## src/hdl/binary_frame_parser_crc16_macros.svh

```systemverilog
// Assertion macros for the binary frame parser.
`ifndef BINARY_FRAME_PARSER_CRC16_MACROS_SVH
`define BINARY_FRAME_PARSER_CRC16_MACROS_SVH

`ifndef SYNTH
`define BFP_ASSERT(lbl, clk, rstn, prop, msg) \
    lbl: assert property (@(posedge clk) disable iff (!(rstn)) prop) else $error(msg);
`define BFP_ASSERT_ALWAYS(lbl, clk, prop, msg) \
    lbl: assert property (@(posedge clk) prop) else $error(msg);
`else
`define BFP_ASSERT(lbl, clk, rstn, prop, msg)
`define BFP_ASSERT_ALWAYS(lbl, clk, prop, msg)
`endif

`endif

```

## src/hdl/bfp_pkg.sv

```systemverilog
// Package with phase codes, constants and CRC step for the binary frame parser.
`default_nettype none

package bfp_pkg;

    localparam logic [7:0]  PREAMBLE = 8'h55;
    localparam logic [15:0] CRC_POLY = 16'h1021;

    localparam int USER_PAYLOAD = 0;
    localparam int USER_DONE    = 1;
    localparam int USER_JUNK    = 2;

    typedef enum logic [2:0] {
        PH_HUNT   = 3'd0,
        PH_TYPE   = 3'd1,
        PH_SENDER = 3'd2,
        PH_LEN    = 3'd3,
        PH_DATA   = 3'd4,
        PH_CRC    = 3'd5
    } phase_t;

    typedef struct packed {
        logic [6:0]  pad;
        logic [7:0]  frame_length;
        logic [15:0] frame_sender;
        logic [15:0] frame_type;
        logic        crc_ok;
        logic [7:0]  payload_index;
        logic [7:0]  payload_byte;
    } result_data_t;

    typedef struct packed {
        logic junk_byte;
        logic frame_done;
        logic payload_valid;
    } result_user_t;

    // CRC-16-CCITT, MSB first, one byte
    function automatic logic [15:0] crc16_step(input logic [15:0] crc, input logic [7:0] b);
        logic [15:0] c;
        c = crc ^ {b, 8'h00};
        for (int i = 0; i < 8; i++)
        begin
            if (c[15])
            begin
                c = {c[14:0], 1'b0} ^ CRC_POLY;
            end
            else
            begin
                c = {c[14:0], 1'b0};
            end
        end
        return c;
    endfunction

endpackage

`default_nettype wire

```

## src/hdl/binary_frame_parser_crc16.sv

```systemverilog
// Top level of the binary frame parser with CRC-16-CCITT check.
//
// channel  | dir | data            | user
// s_axis   | in  | 8b stream byte  | -
// m_axis   | out | 64b result data | 3b result flags
//
// One result per input byte; one byte per cycle sustained while m_axis accepts results.
// Pipeline: input register then result register; each result is registered in both before it is valid.
// The CRC step is an 8-bit unrolled update between the two registers.
// rst_n returns the parser to preamble hunt and empties both registers.
// A stalled m_axis holds the result; s_axis takes at most one more byte, into the input register.
`default_nettype none

`include "binary_frame_parser_crc16_macros.svh"

module binary_frame_parser_crc16
    import bfp_pkg::*;
(
    input  wire logic        clk,
    input  wire logic        rst_n,
    input  wire logic        s_axis_tvalid,
    output      logic        s_axis_tready,
    input  wire logic [7:0]  s_axis_tdata,   // [7:0] byte_in
    output      logic        m_axis_tvalid,
    input  wire logic        m_axis_tready,
    // [7:0] payload_byte, [15:8] payload_index, [16] crc_ok, [32:17] frame_type,
    // [48:33] frame_sender, [56:49] frame_length, [63:57] zero
    output      logic [63:0] m_axis_tdata,
    // [0] payload_valid, [1] frame_done, [2] junk_byte
    output      logic [2:0]  m_axis_tuser
);

    logic         in_valid_reg;
    logic [7:0]   in_byte_reg;
    logic         out_valid_reg;
    result_data_t out_data_reg;
    result_user_t out_user_reg;

    phase_t       phase_reg,  phase_next;
    logic [7:0]   count_reg,  count_next;
    logic [15:0]  type_reg,   type_next;
    logic [15:0]  sender_reg, sender_next;
    logic [7:0]   length_reg, length_next;
    logic [15:0]  crc_reg,    crc_next;
    logic [15:0]  rcrc_reg,   rcrc_next;

    result_data_t res_data;
    result_user_t res_user;
    logic [15:0]  crc_upd;
    logic [7:0]   count_inc;
    logic         out_en;
    logic         advance;

    assign out_en        = !out_valid_reg || m_axis_tready;
    assign advance       = in_valid_reg && out_en;
    assign s_axis_tready = !in_valid_reg || out_en;
    assign m_axis_tvalid = out_valid_reg;
    assign m_axis_tdata  = out_data_reg;
    assign m_axis_tuser  = out_user_reg;

    assign crc_upd   = crc16_step(crc_reg, in_byte_reg);
    assign count_inc = count_reg + 8'd1;

    always_comb
    begin
        phase_next  = phase_reg;
        count_next  = count_reg;
        type_next   = type_reg;
        sender_next = sender_reg;
        length_next = length_reg;
        crc_next    = crc_reg;
        rcrc_next   = rcrc_reg;
        res_data    = '0;
        res_user    = '0;
        case (phase_reg)
            PH_HUNT:
            begin
                if (in_byte_reg == PREAMBLE)
                begin
                    phase_next = PH_TYPE;
                    count_next = '0;
                    crc_next   = '0;
                end
                else
                begin
                    res_user.junk_byte = 1'b1;
                end
            end
            PH_TYPE:
            begin
                crc_next = crc_upd;
                if (count_reg == 8'd0)
                begin
                    type_next  = {type_reg[15:8], in_byte_reg};
                    count_next = 8'd1;
                end
                else
                begin
                    type_next  = {in_byte_reg, type_reg[7:0]};
                    count_next = '0;
                    phase_next = PH_SENDER;
                end
            end
            PH_SENDER:
            begin
                crc_next = crc_upd;
                if (count_reg == 8'd0)
                begin
                    sender_next = {sender_reg[15:8], in_byte_reg};
                    count_next  = 8'd1;
                end
                else
                begin
                    sender_next = {in_byte_reg, sender_reg[7:0]};
                    count_next  = '0;
                    phase_next  = PH_LEN;
                end
            end
            PH_LEN:
            begin
                crc_next    = crc_upd;
                length_next = in_byte_reg;
                count_next  = '0;
                phase_next  = (in_byte_reg == 8'd0) ? PH_CRC : PH_DATA;
            end
            PH_DATA:
            begin
                crc_next               = crc_upd;
                res_user.payload_valid = 1'b1;
                res_data.payload_byte  = in_byte_reg;
                res_data.payload_index = count_reg;
                if (count_inc >= length_reg)
                begin
                    count_next = '0;
                    phase_next = PH_CRC;
                end
                else
                begin
                    count_next = count_inc;
                end
            end
            PH_CRC:
            begin
                if (count_reg == 8'd0)
                begin
                    rcrc_next  = {rcrc_reg[15:8], in_byte_reg};
                    count_next = 8'd1;
                end
                else
                begin
                    rcrc_next             = {in_byte_reg, rcrc_reg[7:0]};
                    count_next            = '0;
                    phase_next            = PH_HUNT;
                    res_user.frame_done   = 1'b1;
                    res_data.crc_ok       = ({in_byte_reg, rcrc_reg[7:0]} == crc_reg);
                    res_data.frame_type   = type_reg;
                    res_data.frame_sender = sender_reg;
                    res_data.frame_length = length_reg;
                end
            end
            default:
            begin
                phase_next = PH_HUNT;
                count_next = '0;
            end
        endcase
    end

    always_ff @(posedge clk or negedge rst_n)
    begin
        if (!rst_n)
        begin
            in_valid_reg  <= 1'b0;
            out_valid_reg <= 1'b0;
            phase_reg     <= PH_HUNT;
            count_reg     <= '0;
            type_reg      <= '0;
            sender_reg    <= '0;
            length_reg    <= '0;
            crc_reg       <= '0;
            rcrc_reg      <= '0;
        end
        else
        begin
            if (s_axis_tready)
            begin
                in_valid_reg <= s_axis_tvalid;
            end
            if (out_en)
            begin
                out_valid_reg <= in_valid_reg;
            end
            if (advance)
            begin
                phase_reg  <= phase_next;
                count_reg  <= count_next;
                type_reg   <= type_next;
                sender_reg <= sender_next;
                length_reg <= length_next;
                crc_reg    <= crc_next;
                rcrc_reg   <= rcrc_next;
            end
        end
    end

    always_ff @(posedge clk)
    begin
        if (s_axis_tready && s_axis_tvalid)
        begin
            in_byte_reg <= s_axis_tdata;
        end
        if (advance)
        begin
            out_data_reg <= res_data;
            out_user_reg <= res_user;
        end
    end

    `BFP_ASSERT(a_done_hunts, clk, rst_n, (m_axis_tvalid && m_axis_tuser[USER_DONE]) |-> (phase_reg == PH_HUNT), "frame_done without return to hunt")
    `BFP_ASSERT(a_junk_hunts, clk, rst_n, (m_axis_tvalid && m_axis_tuser[USER_JUNK]) |-> (phase_reg == PH_HUNT), "junk byte outside hunt")
    `BFP_ASSERT(a_payload_phase, clk, rst_n, (m_axis_tvalid && m_axis_tuser[USER_PAYLOAD]) |-> (phase_reg == PH_DATA || phase_reg == PH_CRC), "payload result in wrong phase")
    `BFP_ASSERT(a_payload_index, clk, rst_n, (m_axis_tvalid && m_axis_tuser[USER_PAYLOAD]) |-> (m_axis_tdata[15:8] < length_reg), "payload index beyond length")

endmodule

`default_nettype wire
```

## config.mk

```make
export PLATFORM = sky130hd
export DESIGN_NAME = binary_frame_parser_crc16
export DESIGN_NICKNAME = d
export VERILOG_FILES = /design/src/hdl/bfp_pkg.sv /design/src/hdl/binary_frame_parser_crc16.sv
export VERILOG_INCLUDE_DIRS = /design/src /design/src/hdl
export SDC_FILE = /design/constraint.sdc
export NUM_CORES = 1
export LEC_CHECK = 0
export BUFFER_PORTS_ARGS = -buffer_cell sky130_fd_sc_hd__buf_4
export CORE_MARGIN = 5
export CORE_UTILIZATION = 25
export CTS_CLUSTER_DIAMETER = 80
export DETAILED_ROUTE_END_ITERATION = 8
export HOLD_SLACK_MARGIN = 0.05
export SETUP_SLACK_MARGIN = 0.3
export SYNTH_ARGS = -nofsm -noshare
export SYNTH_HDL_FRONTEND = slang
export SYNTH_SLANG_ARGS = --single-unit
export TNS_END_PERCENT = 5
```

## constraint.sdc

```tcl
create_clock -name clk -period 3.6 [get_ports clk]
set_input_delay 0.36 -clock clk [delete_from_list [all_inputs] [get_ports clk]]
set_output_delay 0.36 -clock clk [all_outputs]
set_load 0.005 [all_outputs]
```

# Word level (Yosys, flattened, before mapping)
# Index checks and enable logic that the tools add are counted.
# totals
inputBits	12
regBits	145
out_inout_bits	69
# op_classes
n_mux	24
add_sub_neg	1
bitwise_logic	11
n_reduce_logical	22
eq_ne	12
n_lt_le_gt_ge	1
# ops
operator	n
13-bit two-way mux	8
16-bit case mux with 2 select lines	1
3-bit inverter	8
8-bit case mux with 3 select lines	1
3-bit case mux with 6 select lines	1
3-bit AND reduction	6
16-bit == test	1
8-bit logical NOT	2
16-bit two-way mux	1
8-bit two-way mux	2
16-bit XOR	1
3-bit two-way mux	5
2-bit inequality test (second input constant)	5
8-bit by 1-bit adder with 8-bit output (second input constant)	1
8-bit by 7-bit == test with 1-bit output (second input constant)	1
8-bit >= comparator	1
3-bit by 2-bit == test with 1-bit output (second input constant)	2
3-bit == test (second input constant)	2
6-bit AND reduction	1
1-bit two-way mux	5
2-bit AND reduction	2
4-bit OR reduction	1
3-bit by 1-bit == test with 1-bit output (second input constant)	1
3-bit logical NOT	1
7 further kinds	11

# Longest topological paths before layout
# Gate-level depths: netlist of the first run.
# logic_depth
depth_word	18
ltp_mapped	10
depth_no_buf	10

# Worst setup path after synthesis of the first run
# Ideal clock, no wire load.
# synth_path
path_kind	register to register
startpoint	reg out_valid_reg, in the netlist m_axis_tvalid
endpoint	reg phase_reg[0]
path_slack_ns	0.499
period_less_slack_ns	3.101
setup_time_ns	0.125
n_path_buf	0
t_arrival_ns	2.976
path_stages_with_launch	7
path_cell_list	dfrtp_1 -> nand2b_1 -> nand2_1 -> inv_1 -> nand2_1 -> a211oi_1 -> mux2_2
# synth_via
elab_chain_len	4
# synth_lines
element	line	rtl
start: declaration	binary_frame_parser_crc16.sv:35	logic out_valid_reg;
start signal: assignment	binary_frame_parser_crc16.sv:191	out_valid_reg <= in_valid_reg;
1-bit logical NOT	binary_frame_parser_crc16.sv:54	assign out_en = !out_valid_reg || m_axis_tready;
1-bit logical OR	binary_frame_parser_crc16.sv:54	
1-bit logical AND	binary_frame_parser_crc16.sv:55	assign advance = in_valid_reg && out_en;
via advance	binary_frame_parser_crc16.sv:52	logic advance;
6-bit AND reduction (no line)	--	
end signal: assignment	binary_frame_parser_crc16.sv:195	phase_reg <= phase_next;
end: declaration	binary_frame_parser_crc16.sv:39	phase_t phase_reg, phase_next;
# The timed path passes the listed nets, and every way through them passes these cells.
# A chain may end at the register's enable or synchronous reset.

# Final worst setup path of the first run
# layout_path
startpoint	reg count_reg[2]
endpoint	reg phase_reg[0]
# layout_via
elab_chain_len	4
# layout_lines
element	line	rtl
start: declaration	binary_frame_parser_crc16.sv:40	logic [7:0] count_reg, count_next;
start signal: assignment	binary_frame_parser_crc16.sv:196	count_reg <= count_next;
8-bit by 1-bit adder with 8-bit output	binary_frame_parser_crc16.sv:62	assign count_inc = count_reg + 8'd1;
8-bit >= comparator	binary_frame_parser_crc16.sv:132	if (count_inc >= length_reg)
2-bit inequality test (no line)	--	
6-bit AND reduction (no line) *	--	
# Every way passes the cells marked *; elsewhere a longest branch is shown, timed or not.

==> results of run 1 <==
==> worst max-delay path, stage by stage, from the launching register on <==
cell and delay, ps:
dfrtp_1 470, and3_1 230, and3_1 230, and3_1 200
xnor2_1 180, inv_1 80, ha_1 300, and3_1 210
o311ai_2 120, buf_4 190, a211oi_1 270, mux2_2 360
==> worst paths after layout <==
path	to	slack (ps)	cells after the start
worst min register to register	m_axis_tvalid	490	1
worst max-delay path	phase_reg[0]	640	11
min in group clk	in_byte_reg[5]	110	1
worst min-delay path	in_valid_reg	90	1
max in group asynchronous	count_reg[1]	2810	1
worst max register to register	phase_reg[0]	640	11
==> through the flow <==
stage                     cells  total power [mW]  hold slack (ps)  instance area [um2]
after global routing        884              6.24             91.0                 7800
after detailed placement    852              4.02              479                 7170
after floorplan             471              3.59             64.4                 6300
after global placement      852              4.00              470                 7170
final                       884              5.87             92.7                 7800
after CTS                   884              5.94             96.8                 7800
==> power by group through the flow <==
| stage | Sequential [mW] | Clock (mW) | Combinational [mW] |
|---|---|---|---|
| 3_3_place_gp | 2.56 | 0 | 1.44 |
| 3_5_place_dp | 2.57 | 0 | 1.45 |
| 6_report | 2.54 | 1.89 | 1.43 |
| 5_1_grt | 2.60 | 2.03 | 1.61 |
| 4_1_cts | 2.54 | 1.94 | 1.46 |
| 2_1_floorplan | 2.43 | 0 | 1.15 |
==> cells in the mapped netlist, drive strengths merged (13+ instances only) <==
cell	number
dfrtp	77
mux2	49
and2	42
buf	13
edfxtp	68
inv	17
xnor2	27
o21ai	24
nand2	32
and3	20
clkbuf	15
==> cells in the final DEF (no fill, tap or decap), drive strengths merged, types with 3 or more instances in the layout <==
master   n
buf     79
dfrtp   77
edfxtp  68
mux2    49
and2    42
nand2   32
inv     28
xnor2   27
o21ai   24
and3    20
clkbuf  17
nand3   11
xor2    11
ha      10
conb     7
nand4    6
nor2     5
a31oi    4
nor3     4
nand2b   3
bufinv   3
nor4     3
==> layer usage <==
metal | vias to the layer above | share of wire | GRT usage
met5 | - | 0 | 0
met4 | 0 | 0.012 | 0.0328
met3 | 11 | 0.054 | 0.0264
met2 | 95 | 0.47 | 0.151
met1 | 1815 | 0.46 | 0.135
li1 | 1783 | - | -
==> logic make-up (layout without fill, tap and decap cells) <==
family | after synthesis | in the layout | share of synthesized area
DFF | 145 | 145 | 0.632
and+or+nand+nor | 135 | 135 | 0.132
adders and majority gates | 10 | 10 | 0.0199
xor gates and xnor gates | 38 | 38 | 0.0530
muxes | 49 | 49 | 0.0879
buffers and inverters | 45 | 128 | 0.0327
other | 1 | 7 | 0.000597
AOI/OAI and AO/OA | 42 | 42 | 0.0421
==> final cells by class <==
type                    instances  area [um2]  share of cell area
clock buffers                  17         425              0.0545
flip-flops and latches        145        3970               0.509
inverters                      17        63.8             0.00818
well taps                     330         413              0.0529
multi-input cells             281        2130               0.273
repair buffers                 79         593              0.0760
clock inverters                15         209              0.0268
==> impl_metrics.toml, run 1 <==
[cells_and_area]
fillers = 2542
diodes = 0
fin_nets = 563
area_growth_pct = 24.3
drive_above_1_share = 0.310
fin_util = 0.313
largest_reg_flops = 57

[worst_setup_path]
worst-path-max-fanout = 10
required_ps = 3910
end_kind = "flop"
crit_type = "flop to flop"
cp.arrival_ps = 3260
cp-start-kind = "flop"
r2r_start = "count_reg[2]"
cp-startpoint = "count_reg[2]"

[routing]
routed_wl_um = 13500
dr.pass1.iters = 4
post-route-drc-count = 0
drt_iter0_drc = 260
vias = 3704
via_per_inst = 4.19
ant_nets = 0
wl_per_cell_um = 15.3

[clock_tree]
post_cts_buffers = 0
ctsResizeCount = 0
cts_sinks = 145
clk_pin_slew_ps = 70
clock_latency_ps = 430
cts_buffers = 17
clock_path_buffers = 2
holdBufCountCts = 0
cts_tree = "built"
clock-root-buffer = "clkbuf_16"
htreeDepth = 4

[power_and_ir_drop]
p_sw_frac = 0.308
p_leak_nw = 3.30
p_sw_mw = 1.81
power_density_nw_per_um2 = 752
combPwrFrac = 0.244
p_int_mw = 4.06
pwr-share-clk = 0.323
ir_drop_mv = 0.298
p_seq_frac = 0.433

[timing]
fmax_mhz = 338
drv_slew = 0
rsz0062_at_grt = "false"
setup_tns_ps = 0
tightest_slew_ps = 1040
fin_crit_sh = 0.821
setup_ws_ps = 644
period_minus_slack_ps = 2960
setup_viol = 0
fin_worst_skew_ps = 13.3
finalHoldViolCount = 0
relSlewSlack = 0.309

[placed_design]
dp_slack_ps = 682
place_congestion = 0.799
post-dp-hpwl_um = 8970
port_buffers = 73

[run]
drv_cap = 0

[synthesis]
yosys_most_used_dff = "dfrtp_1"
synthCells = 465
synth_top_cell_area_share = 0.325
ys_async_sr_fraction = 0.531
yosysWarnings = 0
synth.top_cells.by_area = "edfxtp_1 33%, dfrtp_1 31%, mux2_2 8.8%, and2_1 4.2%, xnor2_1 3.8%"
yosysTopAreaCell = "edfxtp_1"
seq_area_frac_synth = 0.632
synth_edf_count = 68
netlist_area_um2 = 6280
ys_ff_latch = 145
synth.distinct_cells = 43
syn_avg_cell_area_um2 = 13.5

[grt]
grt_max_degree = 78
overflow = 0
grt_pass1_wl_um = 21600
antenna_found_initial = 0
grt.total_usage = 0.0981
grt_pass1_vias = 3699

[hold_path]
worstHoldPathType = "primary input to asynchronous set/reset pin"

[floorplan]
die_area_um2 = 28400
start_util = 0.251
core-area_um2 = 25000
fp.dieW_um = 168
chipHeight_um = 168
rows = 58
ios = 81

[run_status]
status = "complete, no violations"
Power figures use the tool's default switching activity.
==> run 2: changes to the inputs <==
==> constraint.sdc (replaced) <==
create_clock -name clk -period 2.9 [get_ports clk]
set_input_delay 0.29 -clock clk [delete_from_list [all_inputs] [get_ports clk]]
set_output_delay 0.29 -clock clk [all_outputs]
set_load 0.005 [all_outputs]
==> run 2 against run 1 <==
Effect of this change:
- cell count up 2.8%
- combinational power rose by 40%
- global-route usage grew 0.17 points
- total power increased by 26%
- maximum frequency grew 14%
- worst hold slack got worse by 25 ps
- setup slack worse by 340 ps
- utilization rose by 1.3 points
- largest power group unchanged
- flip-flop and latch count unchanged
- largest cell class unchanged
==> impl_metrics.toml, run 2 (synthesis gave the netlist of run 1 again) <==
[run_status]
status = "complete, no violations"

[timing]
relSlewSlack = 0.550
setup_ws_ps = 305
rsz0062_at_grt = "true"
tightest_slew_ps = 675
finalHoldViolCount = 0
period_minus_slack_ps = 2590
hold_ws_ps = 68.0
setup_viol = 0
drv_slew = 0
fin_worst_skew_ps = 9.03
fmax_mhz = 385
setup_tns_ps = 0
fin_crit_sh = 0.895

[power_and_ir_drop]
ir_drop_mv = 0.408
combPwrFrac = 0.270
p_sw_frac = 0.318
p_total_mw = 7.41
p_sw_mw = 2.35
p_seq_frac = 0.423
pwr-share-clk = 0.307
power_density_nw_per_um2 = 911
p_leak_nw = 3.40
p_int_mw = 5.06

[placed_design]
post-dp-hpwl_um = 9370
postPlaceCellArea_um2 = 7270
port_buffers = 73
dp_slack_ps = 166
place_congestion = 0.767

[worst_setup_path]
cpMostUsedCell = "and3_4"
path_cells = "and3_4, and3_4, and3_4, xnor2_2, inv_2, ha_4, and3_4, a221oi_4, buf_6, a211oi_4, mux2_4"
r2r_start = "count_reg[0]"
cp-start-kind = "flop"
end_kind = "flop"
crit_type = "flop to flop"
required_ps = 3210
r2r-end = "phase_reg[0]"
worst-r2r-cell-count = 11
cp.arrival_ps = 2900
worst-path-max-fanout = 4
reg2reg_slack_ps = 310
max_stage_delay_ps = 440
slowest_stage = "dfrtp_2"

[clock_tree]
cts_sinks = 145
cts_tree = "built"
cts_buffers = 17
clock_path_buffers = 2
clock-root-buffer = "clkbuf_16"
clk_pin_slew_ps = 70
clock_latency_ps = 420
htreeDepth = 4

[grt]
grt_pass1_wl_um = 22000
overflow = 0
grt_pass1_vias = 3762
antenna_found_initial = 0
grt_max_degree = 51
grt.total_usage = 0.0998

[hold_path]
hold_depth = 2
worstHoldPathType = "primary input to flop"
hp-start = "s_axis_tvalid"
hold-path-endpoint = "in_valid_reg"

[cells_and_area]
layout_commonest_cell = "buf_4"
mostFrequentLayoutCells = "92 x buf_4, 74 x dfrtp_1, 68 x edfxtp_1, 48 x mux2_2, 42 x and2_1"
largest_reg_flops = 57
drive_above_1_share = 0.352
area_growth_pct = 29.6
fin_nets = 588
diodes = 0
final_area_um2 = 8130

[routing]
ant_nets = 0
via_per_inst = 4.16
wl_per_cell_um = 15.3
vias = 3784
post-route-drc-count = 0
dr.pass1.iters = 4
routed_wl_um = 13900
drt_iter0_drc = 231

[run]
drv_cap = 0

[floorplan]
rows = 58
start_util = 0.251
fp.dieW_um = 168
ios = 81
core-area_um2 = 25000
chipHeight_um = 168
die_area_um2 = 28400
==> run 2: routing by layer <==
| metal | global-route usage | up-vias | share of wire |
|---|---|---|---|
| li1 | - | 1843 | - |
| met1 | 0.135 | 1838 | 0.45 |
| met2 | 0.158 | 91 | 0.48 |
| met3 | 0.0255 | 12 | 0.055 |
| met4 | 0.0318 | 0 | 0.012 |
| met5 | 0 | - | 0 |
==> run 2: what timing repair did <==
item                                    in CTS  in global routing
pin swaps                                    3                  7
setup buffers                                4                  6
endpoints found under the setup margin       7                 10
endpoints found under the hold margin       56                  0
gates resized for setup                      2                 17
hold buffers                                 9                  0
==> run 2: worst max path at each step <==
stage | from | endpoint | slack (ps)
after floorplan | count_reg[2] | phase_reg[0] | 310
after global placement | count_reg[0] | phase_reg[0] | 200
after global routing | count_reg[0] | phase_reg[0] | 230
after CTS | count_reg[0] | phase_reg[0] | 310
after detailed placement | count_reg[0] | phase_reg[0] | 170
final | count_reg[0] | phase_reg[0] | 310
==> run 2: worst max-delay path, delay by kind of cell, from the launching register on <==
kind            cells  cell delay, ps
simple gates        4             730
flops               1             440
compound gates      2             340
mux                 1             310
buf+inv             2             240
fa+ha+maj           1             240
xor+xnor            1             180
==> run 2: cell type report <==
type / instances / area (um2)
clock inverter: 15 / 193
clock buffer: 17 / 425
fill: 2513 / 16800
tap: 330 / 413
inverter: 17 / 67.6
multi-input combinational: 281 / 2250
timing repair buffer: 104 / 815
sequential: 145 / 3970
==> run 2: metrics by stage <==
step | utilization | cells
after detailed placement | 0.291 | 858
after floorplan | - | 471
after global placement | 0.291 | 858
after global routing | 0.326 | 909
final | 0.326 | 909
after CTS | 0.321 | 903
==> run 2: power groups by stage <==
stage	combinational, mW	sequential [mW]	clock (mW)
6_report	2.00	3.14	2.27
3_5_place_dp	1.90	3.18	0
2_1_floorplan	1.48	3.02	0
3_3_place_gp	1.87	3.16	0
4_1_cts	1.95	3.14	2.33
5_1_grt	2.22	3.21	2.42
==> run 3: changes to the inputs <==
--- a/config.mk
+++ b/config.mk
@@ -12,6 +12,7 @@
 export CTS_CLUSTER_DIAMETER = 80
 export DETAILED_ROUTE_END_ITERATION = 8
 export HOLD_SLACK_MARGIN = 0.05
+export RECOVER_POWER = 100
 export SETUP_SLACK_MARGIN = 0.3
 export SYNTH_ARGS = -nofsm -noshare
 export SYNTH_HDL_FRONTEND = slang
==> run 3 against run 2 <==
Effect of this change:
- setup slack lost 71 ps
- clock-buffer cell count is the same
- non-clock buffer count is the same
- total power shrank 1.1%
- flip-flop and latch count is the same
==> impl_metrics.toml, run 3 (synthesis gave the netlist of run 1 again) <==
[hold_path]
hold-path-endpoint = "in_valid_reg"
hold_depth = 2
hp-start = "s_axis_tvalid"
worstHoldPathType = "primary input to flop"

[power_and_ir_drop]
ir_drop_mv = 0.404
p_leak_nw = 3.29
power_density_nw_per_um2 = 913

[worst_setup_path]
cp-start-kind = "flop"
reg2reg_slack_ps = 230
worst-r2r-cell-count = 11
cp.arrival_ps = 2970
r2r-end = "phase_reg[0]"
required_ps = 3210
worst-path-max-fanout = 4
r2r_start = "count_reg[0]"
end_kind = "flop"
crit_type = "flop to flop"

[floorplan]
chipHeight_um = 168
core-area_um2 = 25000
die_area_um2 = 28400
start_util = 0.251
rows = 58
fp.dieW_um = 168
ios = 81

[placed_design]
port_buffers = 73
place_congestion = 0.767
dp.cells = 858
postPlaceCellArea_um2 = 7270
post-dp-hpwl_um = 9370

[run]
drv_cap = 0

[grt]
grt_pass1_vias = 3762
grt_max_degree = 51
antenna_found_initial = 0
grt_pass1_wl_um = 22000
overflow = 0
grt.total_usage = 0.0998

[timing]
setup_tns_ps = 0
fin_worst_skew_ps = 10.4
fin_crit_sh = 0.919
relSlewSlack = 0.133
setup_viol = 0
rsz0062_at_grt = "true"
fmax_mhz = 375
finalHoldViolCount = 0
tightest_slew_ps = 1300
period_minus_slack_ps = 2670
drv_slew = 0

[run_status]
status = "complete, no violations"

[clock_tree]
cts_sinks = 145
clock_path_buffers = 2
clock_latency_ps = 420
clock-root-buffer = "clkbuf_16"
clk_pin_slew_ps = 70
cts_tree = "built"
cts_buffers = 17
htreeDepth = 4

[cells_and_area]
final_area_um2 = 8030
instances_no_fill = 909
drive_above_1_share = 0.323
fin_nets = 588
layout_commonest_cell = "dfrtp_1"
largest_reg_flops = 57
mostFrequentLayoutCells = "75 x dfrtp_1, 68 x edfxtp_1, 59 x clkbuf_4, 48 x mux2_2, 30 x nand2_1"
diodes = 0
area_growth_pct = 27.9

[routing]
dr.pass1.iters = 6
drt_iter0_drc = 219
post-route-drc-count = 0
via_per_inst = 4.18
ant_nets = 0
wl_per_cell_um = 15.3
vias = 3804
routed_wl_um = 13900
## run 3: cell count changes in the layout (fill, tap and decap cells not counted), sizes merged
cell,change
buf,-75
clkbuf,+75
## run 3: report_power, final
group / leakage [nW] / internal, mW / switching, mW
sequential: 1.63 / 2.74 / 0.391
combinational: 1.36 / 0.960 / 0.968
clock: 0.305 / 1.31 / 0.959
total: 3.29 / 5.01 / 2.32
## run 3: worst max-delay path by stage
| stage | from | endpoint | slack (ps) | cells past startpoint |
|---|---|---|---|---|
| finish | count_reg[0] | phase_reg[0] | 230 | 11 |
| global route | count_reg[0] | phase_reg[0] | 130 | 11 |
| CTS | count_reg[0] | phase_reg[0] | 310 | 10 |
| detailed placement | count_reg[0] | phase_reg[0] | 170 | 10 |
| global placement | count_reg[0] | phase_reg[0] | 200 | 10 |
| floorplan | count_reg[2] | phase_reg[0] | 310 | 10 |
## run 3: cell type report
cell class	count	area, um2
clock buffers	17	425
clock inverters	15	193
fillers	2540	16900
inverters	17	67.6
multi-input cells	281	2200
flip-flops and latches	145	3970
well taps	330	413
repair buffers	104	758
## run 3: routing by layer
metal,GRT usage,wire length (um),up-vias
met1,0.135,6210,1848
met4,0.0318,181,0
li1,-,-,1844
met2,0.158,6700,102
met5,0,0,-
met3,0.0255,833,10
## run 3: stage by stage
stage / utilization / setup WS, ps / total power [mW] / hold slack [ps]
final: 0.322 / 234 / 7.33 / 70.7
after CTS: 0.321 / 305 / 7.42 / 56.1
after global placement: 0.291 / 201 / 5.03 / 381
after detailed placement: 0.291 / 166 / 5.08 / 374
after floorplan: - / 305 / 4.50 / -5.59
after global routing: 0.322 / 132 / 7.78 / 65.0
## run 3: critical path, stage by stage, from the launching register on
cell and delay [ps]:
dfrtp_1 440, and3_4 200, and3_4 190, and3_4 180, xnor2_2 180, inv_2 70
ha_4 260, and3_4 210, a221oi_4 80, buf_6 140, a211oi_1 290, mux2_4 330
## run 3: what timing repair did
item	4_1_cts	5_1_grt
hold buffers	9	0
setup buffers	4	6
endpoints found under the setup margin	7	10
pin swaps	3	7
resized for setup	2	17
hold endpoints to repair	56	0
